==> src/hw/rtl/signed_int_to_decimal_ascii_defines.svh <==
// ----------------------------------------------------------------------------
// signed_int_to_decimal_ascii_defines
// assertion macros shared by the decimal text converter
// ----------------------------------------------------------------------------
`ifndef SIGNED_INT_TO_DECIMAL_ASCII_DEFINES_SVH
`define SIGNED_INT_TO_DECIMAL_ASCII_DEFINES_SVH

// same-cycle implication, clocked on clk_i, off while in reset
`define SITDA_ASSERT_IMP(label, ante, cons, msg) \
  label: assert property (@(posedge clk_i) disable iff (!rst_ni) (ante) |-> (cons)) \
    else $error(msg);

// next-cycle implication, clocked on clk_i, off while in reset
`define SITDA_ASSERT_NXT(label, ante, cons, msg) \
  label: assert property (@(posedge clk_i) disable iff (!rst_ni) (ante) |=> (cons)) \
    else $error(msg);

`endif

==> src/hw/rtl/sitda_pkg.sv <==
// ----------------------------------------------------------------------------
// sitda_pkg
// types and constants of the signed integer to decimal text converter
// ----------------------------------------------------------------------------
package sitda_pkg;

  // default width of the input value
  localparam int unsigned VALUE_BITS_DEF = 16;

  // longest text, sign included
  localparam int unsigned MAX_CHARS = 6;
  localparam int unsigned IDX_W     = $clog2(MAX_CHARS);
  localparam int unsigned CNT_W     = $clog2(MAX_CHARS + 1);

  // character and digit widths
  localparam int unsigned CHAR_W = 8;
  localparam int unsigned DIG_W  = 4;

  localparam logic [CHAR_W-1:0] CHAR_ZERO  = 8'h30;
  localparam logic [CHAR_W-1:0] CHAR_MINUS = 8'h2D;

  // divide by ten as multiply by reciprocal, exact for values below 2**32
  localparam int unsigned RECIP_W     = 32;
  localparam logic [RECIP_W-1:0] RECIP = 32'hCCCC_CCCD;
  localparam int unsigned RECIP_SHIFT = 35;

  // controller states
  typedef enum logic [3:0] {
    S_IDLE = 4'b0001,
    S_MUL  = 4'b0010,
    S_DIG  = 4'b0100,
    S_EMIT = 4'b1000
  } state_e;

  // controller to datapath commands
  typedef struct packed {
    logic load;  // take a new value, form its magnitude
    logic mul;   // register magnitude times reciprocal
    logic dig;   // store one digit, keep the quotient
    logic adv;   // current character taken, step to the next
  } cmd_t;

  // datapath to controller status
  typedef struct packed {
    logic more;  // another digit is to be extracted
    logic last;  // character on the output is the final one
  } sts_t;

endpackage

==> src/hw/rtl/sitda_if.sv <==
// ----------------------------------------------------------------------------
// sitda_num_if / sitda_chr_if
// valid/ready channels for input values and output characters
// ----------------------------------------------------------------------------
interface sitda_num_if #(
  parameter int unsigned VALUE_BITS = 16
);
  logic                  valid;
  logic                  ready;
  logic [VALUE_BITS-1:0] number;

  modport source (output valid, output number, input ready);
  modport sink   (input valid, input number, output ready);
endinterface

interface sitda_chr_if;
  logic       valid;
  logic       ready;
  logic [7:0] ascii_char;
  logic       last_char;

  modport source (output valid, output ascii_char, output last_char, input ready);
  modport sink   (input valid, input ascii_char, input last_char, output ready);
endinterface

==> src/hw/rtl/sitda_ctrl.sv <==
// ----------------------------------------------------------------------------
// sitda_ctrl
// sequencer: accept, extract digits, hand out characters
// ----------------------------------------------------------------------------
module sitda_ctrl
  import sitda_pkg::*;
(
  input  logic clk_i,
  input  logic rst_ni,
  input  logic in_valid_i,
  output logic in_ready_o,
  output logic out_valid_o,
  input  logic out_ready_i,
  output cmd_t cmd_o,
  input  sts_t sts_i
);

  state_e state_q, state_d;

  // handshakes follow the state
  assign in_ready_o  = (state_q == S_IDLE);
  assign out_valid_o = (state_q == S_EMIT);

  // next state and commands
  always_comb begin
    state_d  = state_q;
    cmd_o    = '0;
    unique case (state_q)
      S_IDLE: begin
        if (in_valid_i) begin
          cmd_o.load = 1'b1;
          state_d    = S_MUL;
        end
      end
      S_MUL: begin
        cmd_o.mul = 1'b1;
        state_d   = S_DIG;
      end
      S_DIG: begin
        cmd_o.dig = 1'b1;
        state_d   = sts_i.more ? S_MUL : S_EMIT;
      end
      S_EMIT: begin
        if (out_ready_i) begin
          cmd_o.adv = 1'b1;
          if (sts_i.last) state_d = S_IDLE;
        end
      end
      default: state_d = S_IDLE;
    endcase
  end

  // state register
  always_ff @(posedge clk_i or negedge rst_ni) begin
    if (!rst_ni) begin
      state_q <= S_IDLE;
    end else begin
      state_q <= state_d;
    end
  end

endmodule

==> src/hw/rtl/sitda_dp.sv <==
// ----------------------------------------------------------------------------
// sitda_dp
// magnitude, divide-by-ten unit, digit store and character output
// ----------------------------------------------------------------------------
module sitda_dp
  import sitda_pkg::*;
#(
  parameter int unsigned VALUE_BITS = VALUE_BITS_DEF
)(
  input  logic                  clk_i,
  input  logic [VALUE_BITS-1:0] number_i,
  input  cmd_t                  cmd_i,
  output sts_t                  sts_o,
  output logic [CHAR_W-1:0]     ascii_char_o,
  output logic                  last_char_o
);

  localparam int unsigned PROD_W = VALUE_BITS + RECIP_W;

  logic [VALUE_BITS-1:0] mag_q;
  logic [PROD_W-1:0]     prod_q;
  logic                  neg_q;
  logic                  sign_q;
  logic [CNT_W-1:0]      cnt_q;
  logic [IDX_W-1:0]      rd_q;
  logic [DIG_W-1:0]      digits_q [MAX_CHARS];

  logic [VALUE_BITS-1:0] mag_in;
  logic [VALUE_BITS-1:0] quot;
  logic [VALUE_BITS-1:0] quot10;
  logic [DIG_W-1:0]      rem;
  logic [CNT_W-1:0]      cnt_inc;
  logic [CNT_W-1:0]      avail;

  // unsigned magnitude, the most negative value included
  assign mag_in = number_i[VALUE_BITS-1] ? (~number_i + 1'b1) : number_i;

  // quotient and remainder from the registered product
  assign quot   = VALUE_BITS'(prod_q >> RECIP_SHIFT);
  assign quot10 = VALUE_BITS'({quot, 3'b000}) + VALUE_BITS'({quot, 1'b0});
  assign rem    = DIG_W'(mag_q - quot10);

  // room for digits after the sign
  assign cnt_inc = cnt_q + 1'b1;
  assign avail   = neg_q ? CNT_W'(MAX_CHARS - 1) : CNT_W'(MAX_CHARS);

  assign sts_o.more = (quot != '0) && (cnt_inc < avail);
  assign sts_o.last = !sign_q && (rd_q == '0);

  // character on the output, most significant digit first
  assign ascii_char_o = sign_q ? CHAR_MINUS : (CHAR_ZERO + CHAR_W'(digits_q[rd_q]));
  assign last_char_o  = sts_o.last;

  // datapath registers
  always_ff @(posedge clk_i) begin
    if (cmd_i.load) begin
      mag_q  <= mag_in;
      neg_q  <= number_i[VALUE_BITS-1];
      sign_q <= number_i[VALUE_BITS-1];
      cnt_q  <= '0;
    end
    if (cmd_i.mul) begin
      prod_q <= PROD_W'(mag_q) * PROD_W'(RECIP);
    end
    if (cmd_i.dig) begin
      digits_q[cnt_q[IDX_W-1:0]] <= rem;
      mag_q                      <= quot;
      cnt_q                      <= cnt_inc;
      rd_q                       <= cnt_q[IDX_W-1:0];
    end
    if (cmd_i.adv) begin
      if (sign_q) begin
        sign_q <= 1'b0;
      end else begin
        rd_q <= rd_q - 1'b1;
      end
    end
  end

endmodule

==> src/hw/rtl/signed_int_to_decimal_ascii.sv <==
// The first character is valid once all D digits of the accepted value are kept.
// Each digit takes two steps of the divide-by-ten unit: reciprocal multiply, then remainder.
// Characters then leave one per cycle while the sink is ready.
// A new value is accepted only once the last character of the previous value has left.
// Reset: asynchronous, active low; the sequencer returns to idle.
// ----------------------------------------------------------------------------
// signed_int_to_decimal_ascii
// signed integer in, decimal ASCII text out, one character per item
// ----------------------------------------------------------------------------
`include "signed_int_to_decimal_ascii_defines.svh"

module signed_int_to_decimal_ascii
  import sitda_pkg::*;
#(
  parameter int unsigned VALUE_BITS = VALUE_BITS_DEF
)(
  input  logic       clk_i,
  input  logic       rst_ni,
  sitda_num_if.sink  in_i,
  sitda_chr_if.source out_o
);

  cmd_t cmd;
  sts_t sts;

  // sequencer
  sitda_ctrl u_ctrl (
    .clk_i       (clk_i),
    .rst_ni      (rst_ni),
    .in_valid_i  (in_i.valid),
    .in_ready_o  (in_i.ready),
    .out_valid_o (out_o.valid),
    .out_ready_i (out_o.ready),
    .cmd_o       (cmd),
    .sts_i       (sts)
  );

  // datapath
  sitda_dp #(
    .VALUE_BITS (VALUE_BITS)
  ) u_dp (
    .clk_i        (clk_i),
    .number_i     (in_i.number),
    .cmd_i        (cmd),
    .sts_o        (sts),
    .ascii_char_o (out_o.ascii_char),
    .last_char_o  (out_o.last_char)
  );

  // checks
  `SITDA_ASSERT_IMP(a_one_side, in_i.ready, !out_o.valid,
                    "input open while text pending")
  `SITDA_ASSERT_IMP(a_char_set, out_o.valid,
                    (out_o.ascii_char == CHAR_MINUS) ||
                    ((out_o.ascii_char >= CHAR_ZERO) &&
                     (out_o.ascii_char <= CHAR_ZERO + 8'd9)),
                    "character is neither sign nor digit")
  `SITDA_ASSERT_IMP(a_sign_not_last, out_o.valid && (out_o.ascii_char == CHAR_MINUS),
                    !out_o.last_char, "sign marked as last character")
  `SITDA_ASSERT_NXT(a_end_of_text, out_o.valid && out_o.ready && out_o.last_char,
                    !out_o.valid && in_i.ready, "text continues after last character")

endmodule
==> src/flat_wrapper.sv <==
// flat-port wrapper written by rule: the top's interface ports become plain ports
module signed_int_to_decimal_ascii_flat import sitda_pkg::*;
#(
  parameter int unsigned VALUE_BITS = VALUE_BITS_DEF
)
  (clk_i, rst_ni, in_i_valid, in_i_number, in_i_ready, out_o_valid, out_o_ascii_char, out_o_last_char, out_o_ready);
  sitda_num_if #(.VALUE_BITS(VALUE_BITS)) in_i_i ();
  sitda_chr_if out_o_i ();
  input  logic clk_i;
  input  logic rst_ni;
  input wire logic [$bits(in_i_i.valid)-1:0] in_i_valid;
  input wire logic [$bits(in_i_i.number)-1:0] in_i_number;
  output wire logic [$bits(in_i_i.ready)-1:0] in_i_ready;
  output wire logic [$bits(out_o_i.valid)-1:0] out_o_valid;
  output wire logic [$bits(out_o_i.ascii_char)-1:0] out_o_ascii_char;
  output wire logic [$bits(out_o_i.last_char)-1:0] out_o_last_char;
  input wire logic [$bits(out_o_i.ready)-1:0] out_o_ready;
  assign in_i_i.valid = in_i_valid;
  assign in_i_i.number = in_i_number;
  assign in_i_ready = in_i_i.ready;
  assign out_o_valid = out_o_i.valid;
  assign out_o_ascii_char = out_o_i.ascii_char;
  assign out_o_last_char = out_o_i.last_char;
  assign out_o_i.ready = out_o_ready;
  signed_int_to_decimal_ascii #(.VALUE_BITS(VALUE_BITS)) u_core (.clk_i(clk_i), .rst_ni(rst_ni), .in_i(in_i_i), .out_o(out_o_i));
endmodule
==> config.mk <==
export PLATFORM = sky130hd
export DESIGN_NAME = signed_int_to_decimal_ascii_flat
export DESIGN_NICKNAME = d
export VERILOG_FILES = /design/src/hw/rtl/sitda_pkg.sv /design/src/hw/rtl/sitda_if.sv /design/src/hw/rtl/sitda_ctrl.sv /design/src/hw/rtl/sitda_dp.sv /design/src/hw/rtl/signed_int_to_decimal_ascii.sv /design/src/flat_wrapper.sv
export VERILOG_INCLUDE_DIRS = /design/src /design/src/hw/rtl
export SDC_FILE = /design/constraint.sdc
export NUM_CORES = 1
export LEC_CHECK = 0
export BUFFER_PORTS_ARGS = -buffer_cell sky130_fd_sc_hd__buf_2
export CORE_MARGIN = 1.5
export CORE_UTILIZATION = 25
export CTS_BUF_LIST = sky130_fd_sc_hd__clkbuf_16
export DETAILED_ROUTE_END_ITERATION = 10
export SKIP_LAST_GASP = 1
export SLEW_MARGIN = 0
export SYNTH_ARGS = -nofsm -noshare
export SYNTH_HDL_FRONTEND = slang
export SYNTH_SLANG_ARGS = --single-unit
==> constraint.sdc <==
create_clock -name clk_i -period 6.68 [get_ports clk_i]
set_input_delay 0.668 -clock clk_i [delete_from_list [all_inputs] [get_ports clk_i]]
set_output_delay 0.668 -clock clk_i [all_outputs]
set_load 0.02 [all_outputs]
==> metrics.yaml <==
floorplanning:
  initial_core_util_pct: 25.5
  fp.dieH_um: 186
  placeableCoreArea_um2: 32700
  boundaryPins: 31
  die_w_um: 186
  rows: 66
  dieArea_um2: 34400
route:
  wire_per_inst_um: 15.3
  first_pass_iters: 5
  vias: 6151
  finalWirelength_um: 20000
  remaining_drc_errors: 0
  ant_nets: 0
  routed_via_density: 4.70
  dr.first_iter.drc_count: 612
sta:
  skew_ps: 11.0
  max_slew_margin_pct: 30.0
  rsz0062_at_grt: "no"
  finalHoldViolations: 0
  setup_tns_ps: 0
  finalSetupViolCount: 0
  min_period_over_period_pct: 91.3
  fmaxAchievable_mhz: 164
  layout_min_cycle_time_ps: 6100
  drv_slew: 0
  worst_pin_slew_ps: 1040
clock_tree:
  cts_root_buf: "clkbuf_16"
  cts_resized: 0
  htree_levels: 3
  cts_setup_buffers: 0
  cts.sinks: 65
  path_clk_slew_ps: 70
  cts_inserted_buffers: 9
  cts.hold.buffers_added: 0
  cts_tree: "yes"
  clk_latency_ps: 330
  clockBufferDepth: 2
logic_synthesis:
  yosysSeqAreaShare_pct: 22.4
  syn_area_um2: 8330
  synthTopCellsByArea: "ha_1 21%, fa_1 20%, edfxtp_1 19%, inv_1 7.6%, nand2_1 2.6%"
  synth_seq_cells: 65
  synth_cell_types: 64
  syn_area_per_cell_um2: 9.85
  ys_warn_count: 0
  synthFlopType: "edfxtp_1"
  synth_top_area_cell: "ha_1"
  async_reset_ff_share_pct: 6.15
  synth_edf_count: 54
  postSynthCellCount: 846
  synth.top_cell.area_share_pct: 20.7
setup_path:
  path_cells: "ha_1, inv_1, fa_1, inv_1, fa_1, fa_1, inv_1, fa_1, inv_1, fa_1, ha_1, a21o_2, a21o_1, a2111oi_0, o21bai_1, o21ba_2, and3b_1"
  cp_top_family: "adder cells"
  crit_top_cell: "fa_1"
  crit_slowest_cell: "fa_1"
  worstReg2RegStart: "u_core.u_dp.mag_q[1]"
  cp-end-kind: "flip-flop"
  cp.arrival_ps: 6190
  cp-startpoint: "u_core.u_dp.mag_q[1]"
  cp-start-kind: "flip-flop"
  path_buf_inv: 4
  worstPathMaxFanout: 8
  regToRegSetupSlack_ps: 580
  worstPathRequired_ps: 6770
  path_class: "reg2reg"
  cpPeakStageDelay_ps: 610
layout:
  layout-drive-gt1-share_pct: 7.84
  final_nets: 1102
  area_delta_synth_final_pct: 9.78
  diodes: 0
outcome:
  status: "completed"
min_path:
  hold_class: "in2async"
place:
  io_buffers: 27
  hpwl_um: 17100
  gp_congestion: 1.01
grt:
  overflow: 0
  antenna_found_initial: 0
  grt_pass1_vias: 6145
  grt_pass1_wl_um: 32300
  grt_max_degree: 35
  track_usage_pct: 12.1
run:
  maxCapViolCount: 0
-- layer usage --
metal	routed length, µm	GRT usage, %	share of wire [%]
met1	9170	16.5	46
met2	9370	19.5	47
met3	1070	2.70	5.3
met4	382	2.77	1.9
met5	0	0	0
-- metrics by stage --
step,hold slack (ps),util [%],worst slack [ps],instance area [µm²],cells
after detailed placement,479,27.1,628,8860,1293
after CTS,129,28.0,594,9140,1309
after global placement,478,27.1,731,8860,1293
after floorplan,372,-,1140,8330,847
final,137,28.0,584,9140,1309
after global routing,125,28.0,268,9140,1309
-- sequential cells by signal, summed over array words and instances, names as in the netlist --
name	flops
u_core.u_dp.digits_q	24
u_core.u_dp.mag_q	16
u_core.u_dp.prod_q	13
u_core.u_ctrl.state_q	4
u_core.u_dp.cnt_q	3
u_core.u_dp.rd_q	3
u_core.u_dp.neg_q	1
u_core.u_dp.sign_q	1
-- cell type report --
class | count | area, µm²
clock buffers | 9 | 225
inverters | 168 | 631
fillers | 3480 | 23600
clock inverters | 7 | 53.8
flip-flops and latches | 65 | 1860
multi-input cells | 589 | 5670
well taps | 442 | 553
repair buffers | 29 | 150
-- layout by cell type, fill, tap and decap left out, types with 4 or more instances in the layout --
cell / count
edfxtp_1: 54
dfxtp_1: 7
nand3_1: 11
xor2_1: 10
mux2i_1: 5
a211oi_1: 7
xnor2_1: 21
or3_1: 4
o31ai_1: 7
nor3_1: 12
nor4b_1: 4
nand2b_1: 4
buf_2: 27
o211ai_1: 9
nor4_1: 7
inv_1: 168
clkbuf_16: 9
nand2_1: 58
o21ai_0: 43
a31oi_1: 7
a21oi_1: 37
fa_1: 82
nand4_1: 14
ha_1: 138
a21o_1: 8
nor2_1: 32
mux4_2: 4
a311oi_1: 6
or2_2: 5
o41ai_1: 4
-- worst paths after layout --
kind / endpoint / cells after the start
worst min register to register: u_core.u_ctrl.state_q[2] / 1
worst min-delay path: u_core.u_ctrl.state_q[2] / 1
min in group clk_i: u_core.u_ctrl.state_q[2] / 1
worst max register to register: u_core.u_dp.prod_q[43] / 17
worst max-delay path: u_core.u_dp.prod_q[43] / 17
max in group asynchronous: u_core.u_ctrl.state_q[0] / 1
-- logic make-up after synthesis --
logic type	after synthesis	synth area share (%)
adder cells (fa/ha/maj)	220	40.4
buffers and inverters	193	9.78
AND/OR/NAND/NOR	171	10.4
AO/OA/AOI/OAI	154	11.9
flip-flops	65	22.4
XOR/XNOR	31	3.26
multiplexers	10	1.82
other	2	0.0902
-- synth_stat cells, types with 4 or more instances --
cell,count
inv_1,168
ha_1,138
fa_1,82
nand2_1,58
edfxtp_1,54
o21ai_0,43
a21oi_1,37
nor2_1,32
xnor2_1,21
nand4_1,14
nor3_1,12
clkbuf_1,11
nand3_1,11
xor2_1,10
o211ai_1,9
a21o_1,8
a211oi_1,7
a31oi_1,7
dfxtp_1,7
nor4_1,7
o31ai_1,7
a311oi_1,6
nor4b_1,6
buf_4,5
mux2i_1,5
or2_2,5
clkbuf_8,4
mux4_2,4
nand2b_1,4
o41ai_1,4
or3_1,4
Power is left out: the tool's default activity adds up to more than one toggle a clock period on the data nets, which glitch-free logic cannot reach.
